$ cat config.mk
export PLATFORM = sky130hd
export DESIGN_NAME = lcd_serial_frame_formatter_top
export DESIGN_NICKNAME = d
export VERILOG_FILES = /design/src/rtl/lcdsf_pkg.sv /design/src/rtl/lcd_serial_frame_formatter_top.sv
export VERILOG_INCLUDE_DIRS = /design/src /design/src/rtl
export SDC_FILE = /design/constraint.sdc
export NUM_CORES = 1
export LEC_CHECK = 0
export ABC_AREA = 1
export CAP_MARGIN = 20
export CORE_ASPECT_RATIO = 0.9
export CORE_MARGIN = 2
export CORE_UTILIZATION = 62
export DETAILED_ROUTE_END_ITERATION = 6
export DONT_BUFFER_PORTS = 1
export PLACE_DENSITY = 0.78
export SLEW_MARGIN = 5
export SYNTH_ARGS = -nofsm -noshare
export SYNTH_HDL_FRONTEND = slang
export SYNTH_SLANG_ARGS = --single-unit
$ cat constraint.sdc
create_clock -name clk -period 2.53 [get_ports clk]
set_input_delay 0.506 -clock clk [delete_from_list [all_inputs] [get_ports clk]]
set_output_delay 0.506 -clock clk [all_outputs]
set_load 0.01 [all_outputs]
$ cat src/rtl/lcd_serial_frame_formatter_top_macros.svh
// assertion macros for the lcd serial frame formatter
// used by lcd_serial_frame_formatter_top, no other dependencies
`ifndef LCD_SERIAL_FRAME_FORMATTER_TOP_MACROS_SVH
`define LCD_SERIAL_FRAME_FORMATTER_TOP_MACROS_SVH

// same-cycle implication, disabled in reset
`define LCDSF_ASSERT_IMP(lbl, clk, rst_n, ante, cons) \
	lbl: assert property (@(posedge clk) disable iff (!rst_n) (ante) |-> (cons)) \
		else $error("lcdsf assertion failed");

// next-cycle implication, disabled in reset
`define LCDSF_ASSERT_NXT(lbl, clk, rst_n, ante, cons) \
	lbl: assert property (@(posedge clk) disable iff (!rst_n) (ante) |=> (cons)) \
		else $error("lcdsf assertion failed");

`endif

$ cat src/rtl/lcdsf_pkg.sv
// shared types, codes and helpers of the lcd serial frame formatter
// no dependencies
`timescale 1ns / 1ps

package lcdsf_pkg;

	typedef enum logic [1:0] {
		OP_CMD   = 2'd0,
		OP_DATA  = 2'd1,
		OP_FRAME = 2'd2,
		OP_NONE  = 2'd3
	} opcode_t;

	localparam logic [7:0] SYNC_CMD   = 8'hF8;
	localparam logic [7:0] SYNC_DATA  = 8'hFA;
	localparam logic [7:0] ADDR_BASE  = 8'h80;
	localparam logic [7:0] COL_UPPER  = 8'h88;
	localparam logic [7:0] NIBBLE_HI  = 8'hF0;

	localparam logic [1:0] PH_SYNC = 2'd0;
	localparam logic [1:0] PH_HIGH = 2'd1;
	localparam logic [1:0] PH_LOW  = 2'd2;

	localparam logic [1:0] GRP_ROW  = 2'd0;
	localparam logic [1:0] GRP_COL  = 2'd1;
	localparam logic [1:0] GRP_BYTE = 2'd2;
	localparam logic [1:0] GRP_LAST = 2'd3;

	function automatic logic [7:0] reverse8(input logic [7:0] v);
		logic [7:0] r;
		for (int i = 0; i < 8; i++) begin
			r[i] = v[7 - i];
		end
		return r;
	endfunction

endpackage

$ cat src/rtl/lcd_serial_frame_formatter_top.sv
// lcd serial frame formatter, top level and only module
// depends on lcdsf_pkg and lcd_serial_frame_formatter_top_macros.svh
`timescale 1ns / 1ps

// Turns command, data and frame-word items into the serial byte stream of a
// graphic lcd controller, one byte per output item. A raw command or data item
// gives three bytes, a frame word twelve (row address, column address, then the
// two bit-reversed framebuffer bytes, each framed as sync, high nibble, low
// nibble); opcode 3 is taken and gives nothing. The output register moves one
// byte per cycle while out_stall does not hold it; the next item is taken in the
// cycle the previous item's last byte enters the output register. An accepted item
// is first held in the item registers, from which its first byte is loaded into
// the output register. The word position advances per frame word and wraps after
// ROWS rows of WORDS_PER_ROW words.
module lcd_serial_frame_formatter_top #(
	parameter int ROWS          = 64,
	parameter int WORDS_PER_ROW = 8
) (
	input  logic       clk,
	input  logic       arst_n,
	input  logic       in_valid,
	output logic       in_stall,
	input  logic [1:0] opcode,
	input  logic [7:0] byte_a,
	input  logic [7:0] byte_b,
	output logic       out_valid,
	input  logic       out_stall,
	output logic [7:0] serial_byte,
	output logic       last
);

	`include "lcd_serial_frame_formatter_top_macros.svh"

	localparam int XW   = (WORDS_PER_ROW > 1) ? $clog2(WORDS_PER_ROW) : 1;
	localparam int YW   = $clog2(ROWS);
	localparam int HALF = ROWS / 2;

	// word position
	logic [XW-1:0] x_q;
	logic [YW-1:0] y_q;

	// held item
	logic       vld_s1;
	logic [1:0] op_s1;
	logic [7:0] row_s1;
	logic [7:0] col_s1;
	logic [7:0] ra_s1;
	logic [7:0] rb_s1;
	logic [1:0] grp_q;
	logic [1:0] ph_q;

	// output register
	logic       out_vld_q;
	logic [7:0] out_byte_q;
	logic       out_last_q;

	logic          accept;
	logic          is_frame_in;
	logic          keep;
	logic          out_ok;
	logic          adv;
	logic          byte_last;
	logic          done;
	logic          is_data;
	logic          lower;
	logic [YW-1:0] y_row;
	logic [7:0]    row_cmd;
	logic [7:0]    col_cmd;
	logic [7:0]    src;
	logic [7:0]    nxt_byte;

	assign out_ok    = !out_vld_q || !out_stall;
	assign adv       = vld_s1 && out_ok;
	assign byte_last = (ph_q == lcdsf_pkg::PH_LOW) &&
		((op_s1 != lcdsf_pkg::OP_FRAME) || (grp_q == lcdsf_pkg::GRP_LAST));
	assign done      = adv && byte_last;
	assign in_stall  = vld_s1 && !done;
	assign accept    = in_valid && !in_stall;
	assign is_frame_in = (opcode == lcdsf_pkg::OP_FRAME);
	assign keep      = (opcode != lcdsf_pkg::OP_NONE);

	// address commands
	assign lower   = (y_q < YW'(HALF));
	assign y_row   = lower ? y_q : YW'(y_q - YW'(HALF));
	assign row_cmd = lcdsf_pkg::ADDR_BASE | {{(8-YW){1'b0}}, y_row};
	assign col_cmd = (lower ? lcdsf_pkg::ADDR_BASE : lcdsf_pkg::COL_UPPER) |
		{{(8-XW){1'b0}}, x_q};

	// byte select
	always_comb begin
		case (grp_q)
			lcdsf_pkg::GRP_ROW:  src = row_s1;
			lcdsf_pkg::GRP_COL:  src = col_s1;
			lcdsf_pkg::GRP_BYTE: src = ra_s1;
			default:             src = rb_s1;
		endcase
		is_data = (op_s1 == lcdsf_pkg::OP_DATA) ||
			((op_s1 == lcdsf_pkg::OP_FRAME) && grp_q[1]);
		case (ph_q)
			lcdsf_pkg::PH_SYNC: nxt_byte = is_data ? lcdsf_pkg::SYNC_DATA
				: lcdsf_pkg::SYNC_CMD;
			lcdsf_pkg::PH_HIGH: nxt_byte = src & lcdsf_pkg::NIBBLE_HI;
			default:            nxt_byte = {src[3:0], 4'h0};
		endcase
	end

	always_ff @(posedge clk or negedge arst_n) begin
		if (!arst_n) begin
			x_q       <= '0;
			y_q       <= '0;
			vld_s1    <= 1'b0;
			op_s1     <= lcdsf_pkg::OP_CMD;
			grp_q     <= lcdsf_pkg::GRP_ROW;
			ph_q      <= lcdsf_pkg::PH_SYNC;
			out_vld_q <= 1'b0;
		end else begin
			if (adv) begin
				if (ph_q == lcdsf_pkg::PH_LOW) begin
					ph_q  <= lcdsf_pkg::PH_SYNC;
					grp_q <= 2'(grp_q + 2'd1);
				end else begin
					ph_q <= 2'(ph_q + 2'd1);
				end
			end
			if (done) begin
				vld_s1 <= 1'b0;
			end
			if (accept) begin
				vld_s1 <= keep;
				op_s1  <= opcode;
				grp_q  <= lcdsf_pkg::GRP_ROW;
				ph_q   <= lcdsf_pkg::PH_SYNC;
				if (is_frame_in) begin
					if (x_q == XW'(WORDS_PER_ROW - 1)) begin
						x_q <= '0;
						if (y_q == YW'(ROWS - 1)) begin
							y_q <= '0;
						end else begin
							y_q <= YW'(y_q + 1'b1);
						end
					end else begin
						x_q <= XW'(x_q + 1'b1);
					end
				end
			end
			if (out_ok) begin
				out_vld_q <= adv;
			end
		end
	end

	// payload registers
	always_ff @(posedge clk) begin
		if (accept) begin
			if (is_frame_in) begin
				row_s1 <= row_cmd;
				col_s1 <= col_cmd;
			end else begin
				row_s1 <= byte_a;
				col_s1 <= byte_a;
			end
			ra_s1 <= lcdsf_pkg::reverse8(byte_a);
			rb_s1 <= lcdsf_pkg::reverse8(byte_b);
		end
		if (adv) begin
			out_byte_q <= nxt_byte;
			out_last_q <= byte_last;
		end
	end

	assign out_valid   = out_vld_q;
	assign serial_byte = out_byte_q;
	assign last        = out_last_q;

	`LCDSF_ASSERT_IMP(a_x_range, clk, arst_n, 1'b1, x_q <= XW'(WORDS_PER_ROW - 1))
	`LCDSF_ASSERT_IMP(a_y_range, clk, arst_n, 1'b1, y_q <= YW'(ROWS - 1))
	`LCDSF_ASSERT_IMP(a_ph_range, clk, arst_n, vld_s1, ph_q <= lcdsf_pkg::PH_LOW)
	`LCDSF_ASSERT_IMP(a_raw_grp, clk, arst_n, vld_s1 && (op_s1 != lcdsf_pkg::OP_FRAME),
		grp_q == lcdsf_pkg::GRP_ROW)
	`LCDSF_ASSERT_NXT(a_done_free, clk, arst_n, done && !accept, !vld_s1 && out_last_q)

endmodule

==> impl_metrics.json, run 1 <==
{
  "clkTransAtPathRegs_ns": 0.11,
  "dr.pass1.iters": 4,
  "h-tree-depth": 2,
  "endpoint_kind": "flop",
  "path_cells": "inv_4 -> nor2_4 -> nand3_2 -> nand2_4 -> nand2_4 -> inv_1 -> buf_4",
  "p_comb_share_pct": 25.8,
  "critPathArrivalTime_ns": 1.89,
  "rr_worst_depth": 7,
  "nets": 278,
  "insertion_delay_ns": 0.32,
  "finalWirelength_um": 4435,
  "status": "finished clean",
  "sequentialPowerShare_pct": 51.3,
  "syn_avg_cell_area_sq_um": 10.20,
  "netlist_area_sq_um": 2490,
  "grt_pass1_wl_um": 7445,
  "ioPinCount": 33,
  "cts_tree": "built",
  "clk_path_buf_depth": 2,
  "grt.total_usage_pct": 21.74,
  "period_share_pct": 75.22,
  "ys_types": 26,
  "antenna_cells": 0,
  "holdWs_ns": 0.2748,
  "slowest_stage": "dfrtp_1",
  "gr-total-overflow": 0,
  "criticalPathCategory": "flop to flop",
  "max-slew-margin-rel_pct": 46.43,
  "hpwl_um": 3154,
  "final.setup.tns_ns": 0,
  "yosysWarnings": 0,
  "die_width_um": 70.80,
  "clockPowerShare_pct": 22.9,
  "required_ns": 2.52,
  "ant_nets": 0,
  "cts_buffers": 5,
  "seq_area_frac_synth_pct": 61.71,
  "rsz0062_at_grt": "false",
  "worstMarginPinSlew_ns": 0.8008,
  "drv_slew": 0,
  "final_common_cell": "nand2_1",
  "placedCellCount": 286,
  "routed_via_density": 5.617,
  "postLayoutCellArea_sq_um": 2643,
  "core-area_sq_um": 3784,
  "crit_fanout": 30,
  "port-buffer-count": 0,
  "antenna_found_initial": 0,
  "synth_cells": 244,
  "via_count": 1657,
  "critPathMaxStageDelay_ns": 0.52,
  "synth_ff_type": "edfxtp_1",
  "clock_sinks": 54,
  "synth_edf_count": 37,
  "startpoint_type": "flop",
  "root_buffer": "clkbuf_8",
  "hold_depth": 0,
  "p_int_mw": 1.724,
  "dpl_cell_area_sq_um": 2516,
  "fmax_mhz": 525.4,
  "critPathMostFrequentCell": "nand2_4",
  "instances_no_fill": 295,
  "p_leak_nw": 1.104,
  "drt_iter0_drc": 210,
  "cts.repair.resized": 0,
  "hold_viol": 0,
  "grt_pass1_vias": 1633,
  "final_cell_mix": "nand2_1 (63), edfxtp_1 (37), inv_1 (26)",
  "drcViolationCount": 0,
  "die-area_sq_um": 4540,
  "ys_ff_latch": 54,
  "grt_max_degree": 31,
  "fin_worst_skew_ns": 0.01279,
  "dieHeight_um": 64.12,
  "fp-row-count": 21,
  "finalSetupViolations": 0,
  "fin_crit_ns": 1.903,
  "routabilityCongestion": 0.8446,
  "power.density_nw_per_um2": 994.2,
  "area_growth_pct": 6.130,
  "drive_above_1_share_pct": 7.631,
  "min_path_type": "input pin to flop",
  "switchingPower_mw": 0.9032,
  "vdd_drop_max_mv": 0.5963,
  "p_sw_share_pct": 34.38,
  "maxCapViolCount": 0,
  "async_reset_ff_share_pct": 31.48,
  "initial_utilization_pct": 65.81,
  "post_drt_wl_per_cell_um": 15.03
}
==> flip-flops by register name, summed over array words and instances (netlist names) <==
| name | flops |
|---|---|
| ph_q | 2 |
| rb_s1 | 8 |
| ra_s1 | 8 |
| vld_s1 | 1 |
| out_valid | 1 |
| last | 1 |
| op_s1 | 2 |
| row_s1 | 8 |
| y_q | 6 |
| serial_byte | 6 |
| col_s1 | 6 |
| grp_q | 2 |
| x_q | 3 |
==> layer usage <==
| layer | GRT usage (%) | part of all wire [%] | wire length, um |
|---|---|---|---|
| met1 | 26.67 | 45 | 1977 |
| met2 | 36.68 | 49 | 2187 |
| met3 | 5.521 | 4.0 | 177 |
| met4 | 9.198 | 2.1 | 92 |
| met5 | 0 | 0 | 0 |
==> power groups by stage <==
stage / Sequential (mW) / Clock, mW / Combinational, mW
floorplan: 1.33 / 0 / 0.540
global placement: 1.36 / 0 / 0.650
detailed placement: 1.37 / 0 / 0.669
CTS: 1.35 / 0.600 / 0.679
global route: 1.37 / 0.635 / 0.779
finish: 1.35 / 0.601 / 0.678
==> critical path, delay by kind of cell (launching register included) <==
family                 cells  cell delay (ns)
buffers and inverters      3             0.59
flip-flops                 1             0.52
AND/OR/NAND/NOR            4             0.47
==> synth_stat cells, types with 4 or more instances <==
cell type / number / share of area [%]
a21oi_1: 9 / 1.8
ha_1: 8 / 4.0
nor2_1: 14 / 2.1
nand4_1: 4 / 1.0
o21ai_0: 24 / 4.8
edfxtp_1: 37 / 45
inv_1: 26 / 3.9
dfrtp_1: 17 / 17
nand2_1: 63 / 9.5
nand3_1: 17 / 3.4
==> kinds of logic after synthesis <==
family                     count (synthesis)  synth area share (%)
other                                      1                0.1506
adders and majority gates                  8                 4.020
and+or+nand+nor                          107                 19.20
AOI/OAI and AO/OA                         38                 8.040
buffers and inverters                     34                 6.181
xor gates and xnor gates                   2                0.7036
DFF                                       54                 61.71
==> path summary, 6_finish.rpt <==
path                       startpoint         to  slack, ns
hold reg to reg                y_q[5]     y_q[5]       0.52
max in group asynchronous      arst_n    ph_q[1]       1.32
setup / recovery              ph_q[1]  row_s1[4]       0.63
hold / removal              byte_a[2]   ra_s1[5]       0.27
setup reg to reg              ph_q[1]  row_s1[4]       0.63
min in group asynchronous      arst_n     x_q[1]       0.71
==> stage by stage <==
stage               utilization (%)  setup slack, ns  total power, mW
finish                        69.84           0.6268            2.627
global route                  69.84           0.5008            2.786
CTS                           69.84           0.6351            2.627
detailed placement            66.50           0.6258            2.036
global placement              66.50           0.7003            2.010
floorplan                         -           0.5842            1.870
==> area by class of cell <==
| cell class | count | area [sq um] |
|---|---|---|
| Sequential cell | 54 | 1536 |
| Clock buffer | 5 | 68.82 |
| Fill cell | 273 | 1141 |
| Timing Repair Buffer | 3 | 25.02 |
| Multi-Input combinational cell | 157 | 803.3 |
| Tap cell | 46 | 57.56 |
| Inverter | 27 | 103.9 |
| Clock inverter | 3 | 47.55 |
==> what timing repair did <==
item                                    CTS  global route
buffers inserted                          0             0
hold buffers                              1             0
endpoints found under the setup margin    0             0
endpoints found under the hold margin    17             0
Power figures use the tool's default switching activity.
==> run 2, diff against run 1 <==
clock period = 1.8 ns   (was 2.53 ns; I/O delays follow)
==> run 2 against run 1 <==
Worst setup slack got worse by 0.52 ns. Core utilization grew 1.3 points. Final cell count increased by 1.4%. Sequential share of layout area is 1.1 points lower. Clock power grew 31%. First-iteration DRC count down 1.9%. Non-clock buffer count is 4 higher. Routed wire length grew 4.5%. Sequential power up 39%. Critical path depth increased by 1. Critical endpoint is now col_s1[4].
==> impl_metrics.json, run 2 (same netlist as run 1, synthesis figures left out) <==
{
  "cts_tree": "built",
  "status": "finished clean",
  "crit_fanout": 26,
  "criticalPathCategory": "flop to flop",
  "routabilityCongestion": 0.8568,
  "fmax_mhz": 590.6,
  "grt_pass1_vias": 1656,
  "area_growth_pct": 8.090,
  "drv_slew": 0,
  "h-tree-depth": 2,
  "switchingPower_mw": 1.270,
  "seq_area_sq_um": 1536,
  "clkTransAtPathRegs_ns": 0.09,
  "max-slew-margin-rel_pct": 47.34,
  "initial_utilization_pct": 65.81,
  "port-buffer-count": 0,
  "power.density_nw_per_um2": 1390,
  "dieHeight_um": 64.12,
  "fin_worst_skew_ns": 0.006160,
  "multi_input_comb_area_sq_um": 812.0,
  "p_int_mw": 2.472,
  "timing.rr.end": "col_s1[4]",
  "dr.pass1.iters": 4,
  "p_comb_share_pct": 29.0,
  "holdWs_ns": 0.1457,
  "final_util_pct": 71.13,
  "crit_path_start": "grp_q[0]",
  "insertion_delay_ns": 0.30,
  "final_common_cell": "nand2_1",
  "ant_nets": 0,
  "die_width_um": 70.80,
  "hold_depth": 0,
  "critPathArrivalTime_ns": 1.75,
  "worstMarginPinSlew_ns": 0.7873,
  "final.setup.tns_ns": 0,
  "hpwl_um": 3271,
  "fillers": 272,
  "finalSetupViolations": 0,
  "required_ns": 1.86,
  "antenna_found_initial": 0,
  "finalWirelength_um": 4636,
  "startpoint_type": "flop",
  "p_leak_nw": 1.105,
  "root_buffer": "clkbuf_8",
  "placedCellCount": 290,
  "endpoint_kind": "flop",
  "maxCapViolCount": 0,
  "drive_above_1_share_pct": 9.486,
  "nets": 282,
  "clk_path_buf_depth": 2,
  "instances_no_fill": 299,
  "clock_sinks": 54,
  "antenna_cells": 0,
  "via_count": 1647,
  "post_drt_wl_per_cell_um": 15.51,
  "fp-row-count": 21,
  "period_share_pct": 94.06,
  "vdd_drop_max_mv": 0.9355,
  "rsz0062_at_grt": "false",
  "final_cell_mix": "nand2_1 (63), edfxtp_1 (37), o21ai_0 (24), inv_1 (24)",
  "rrSetupSlack_ns": 0.11,
  "drt_iter0_drc": 206,
  "drcViolationCount": 0,
  "cts_buffers": 5,
  "ioPinCount": 33,
  "core-area_sq_um": 3784,
  "min_from": "byte_a[7]",
  "p_sw_share_pct": 33.93,
  "sequentialPowerShare_pct": 50.0,
  "timing.rr.start": "grp_q[0]",
  "grt_max_degree": 27,
  "clockPowerShare_pct": 21.0,
  "routed_via_density": 5.508,
  "fin_crit_ns": 1.693,
  "hold_viol": 0,
  "gr-total-overflow": 0,
  "rr_worst_depth": 8,
  "reg.largest.list": "ra_s1: 8 flops, rb_s1: 8 flops, row_s1: 8 flops",
  "hold_end": "ra_s1[0]",
  "grt_pass1_wl_um": 7734,
  "min_path_type": "input pin to flop",
  "die-area_sq_um": 4540,
  "grt.total_usage_pct": 22.69
}
-- run 2: changes by cell type in the layout (fill, tap and decap cells not counted) --
cell,previous run,this run
buf_12,0,1
clkinvlp_4,0,2
buf_4,2,5
inv_6,2,0
clkbuf_1,0,1
inv_1,26,24
inv_2,0,1
nand2_4,2,1
nand2_8,0,1
-- run 2: power by group through the flow --
stage          clock, mW  sequential [mW]  combinational, mW
5_1_grt            0.852             1.91               1.23
3_5_place_dp           0             1.90               1.06
4_1_cts            0.790             1.87               1.09
2_1_floorplan          0             1.87              0.773
3_3_place_gp           0             1.89               1.01
6_report           0.785             1.87               1.08
-- run 2: worst max-delay path, cell delays in order, from the launching register on --
cell and delay, ns:
dfrtp_1 0.39, ha_1 0.19, inv_1 0.05, nand3_1 0.10, nand3_2 0.10, nand2_4 0.08
nand2_8 0.10, clkinvlp_4 0.19, buf_12 0.22
-- run 2: how the worst max path moves through the flow --
stage,to,cells past startpoint
2_1_floorplan,col_s1[0],7
3_3_place_gp,ra_s1[4],8
3_5_place_dp,row_s1[3],8
4_1_cts,in_stall,6
5_1_grt,row_s1[6],8
6_report,col_s1[4],8
-- run 2: cell type report --
class                   count  area share [%]
inverters                  27           3.998
flip-flops and latches     54           57.09
well taps                  46           2.139
clock inverters             2           1.395
repair buffers              7           2.510
clock buffers               6           2.696
multi-input cells         157           30.17
-- run 2: repair_timing --
| item | 4_1_cts | 5_1_grt |
|---|---|---|
| endpoints found under the hold margin | 17 | 0 |
| gates resized for setup | 0 | 1 |
| setup buffers | 0 | 0 |
| hold buffers | 1 | 0 |
| setup endpoints to repair | 0 | 1 |
-- run 2: per-stage QoR --
step           area, sq um  setup WS (ns)  total power [mW]
2_1_floorplan         2506       0.006661             2.642
3_3_place_gp          2571         0.1859             2.903
3_5_place_dp          2571         0.1322             2.954
4_1_cts               2691        0.08202             3.753
5_1_grt               2691       0.008846             3.996
6_report              2691         0.1068             3.742
-- run 2: routing by layer --
metal	wire (um)	vias to the layer above	part of all wire [%]	global-route usage, %
met5	0	-	0	0
met4	34	0	0.73	6.132
met3	225	5	4.9	6.467
met2	2395	48	52	37.97
met1	1982	768	43	29.25
li1	-	826	-	-
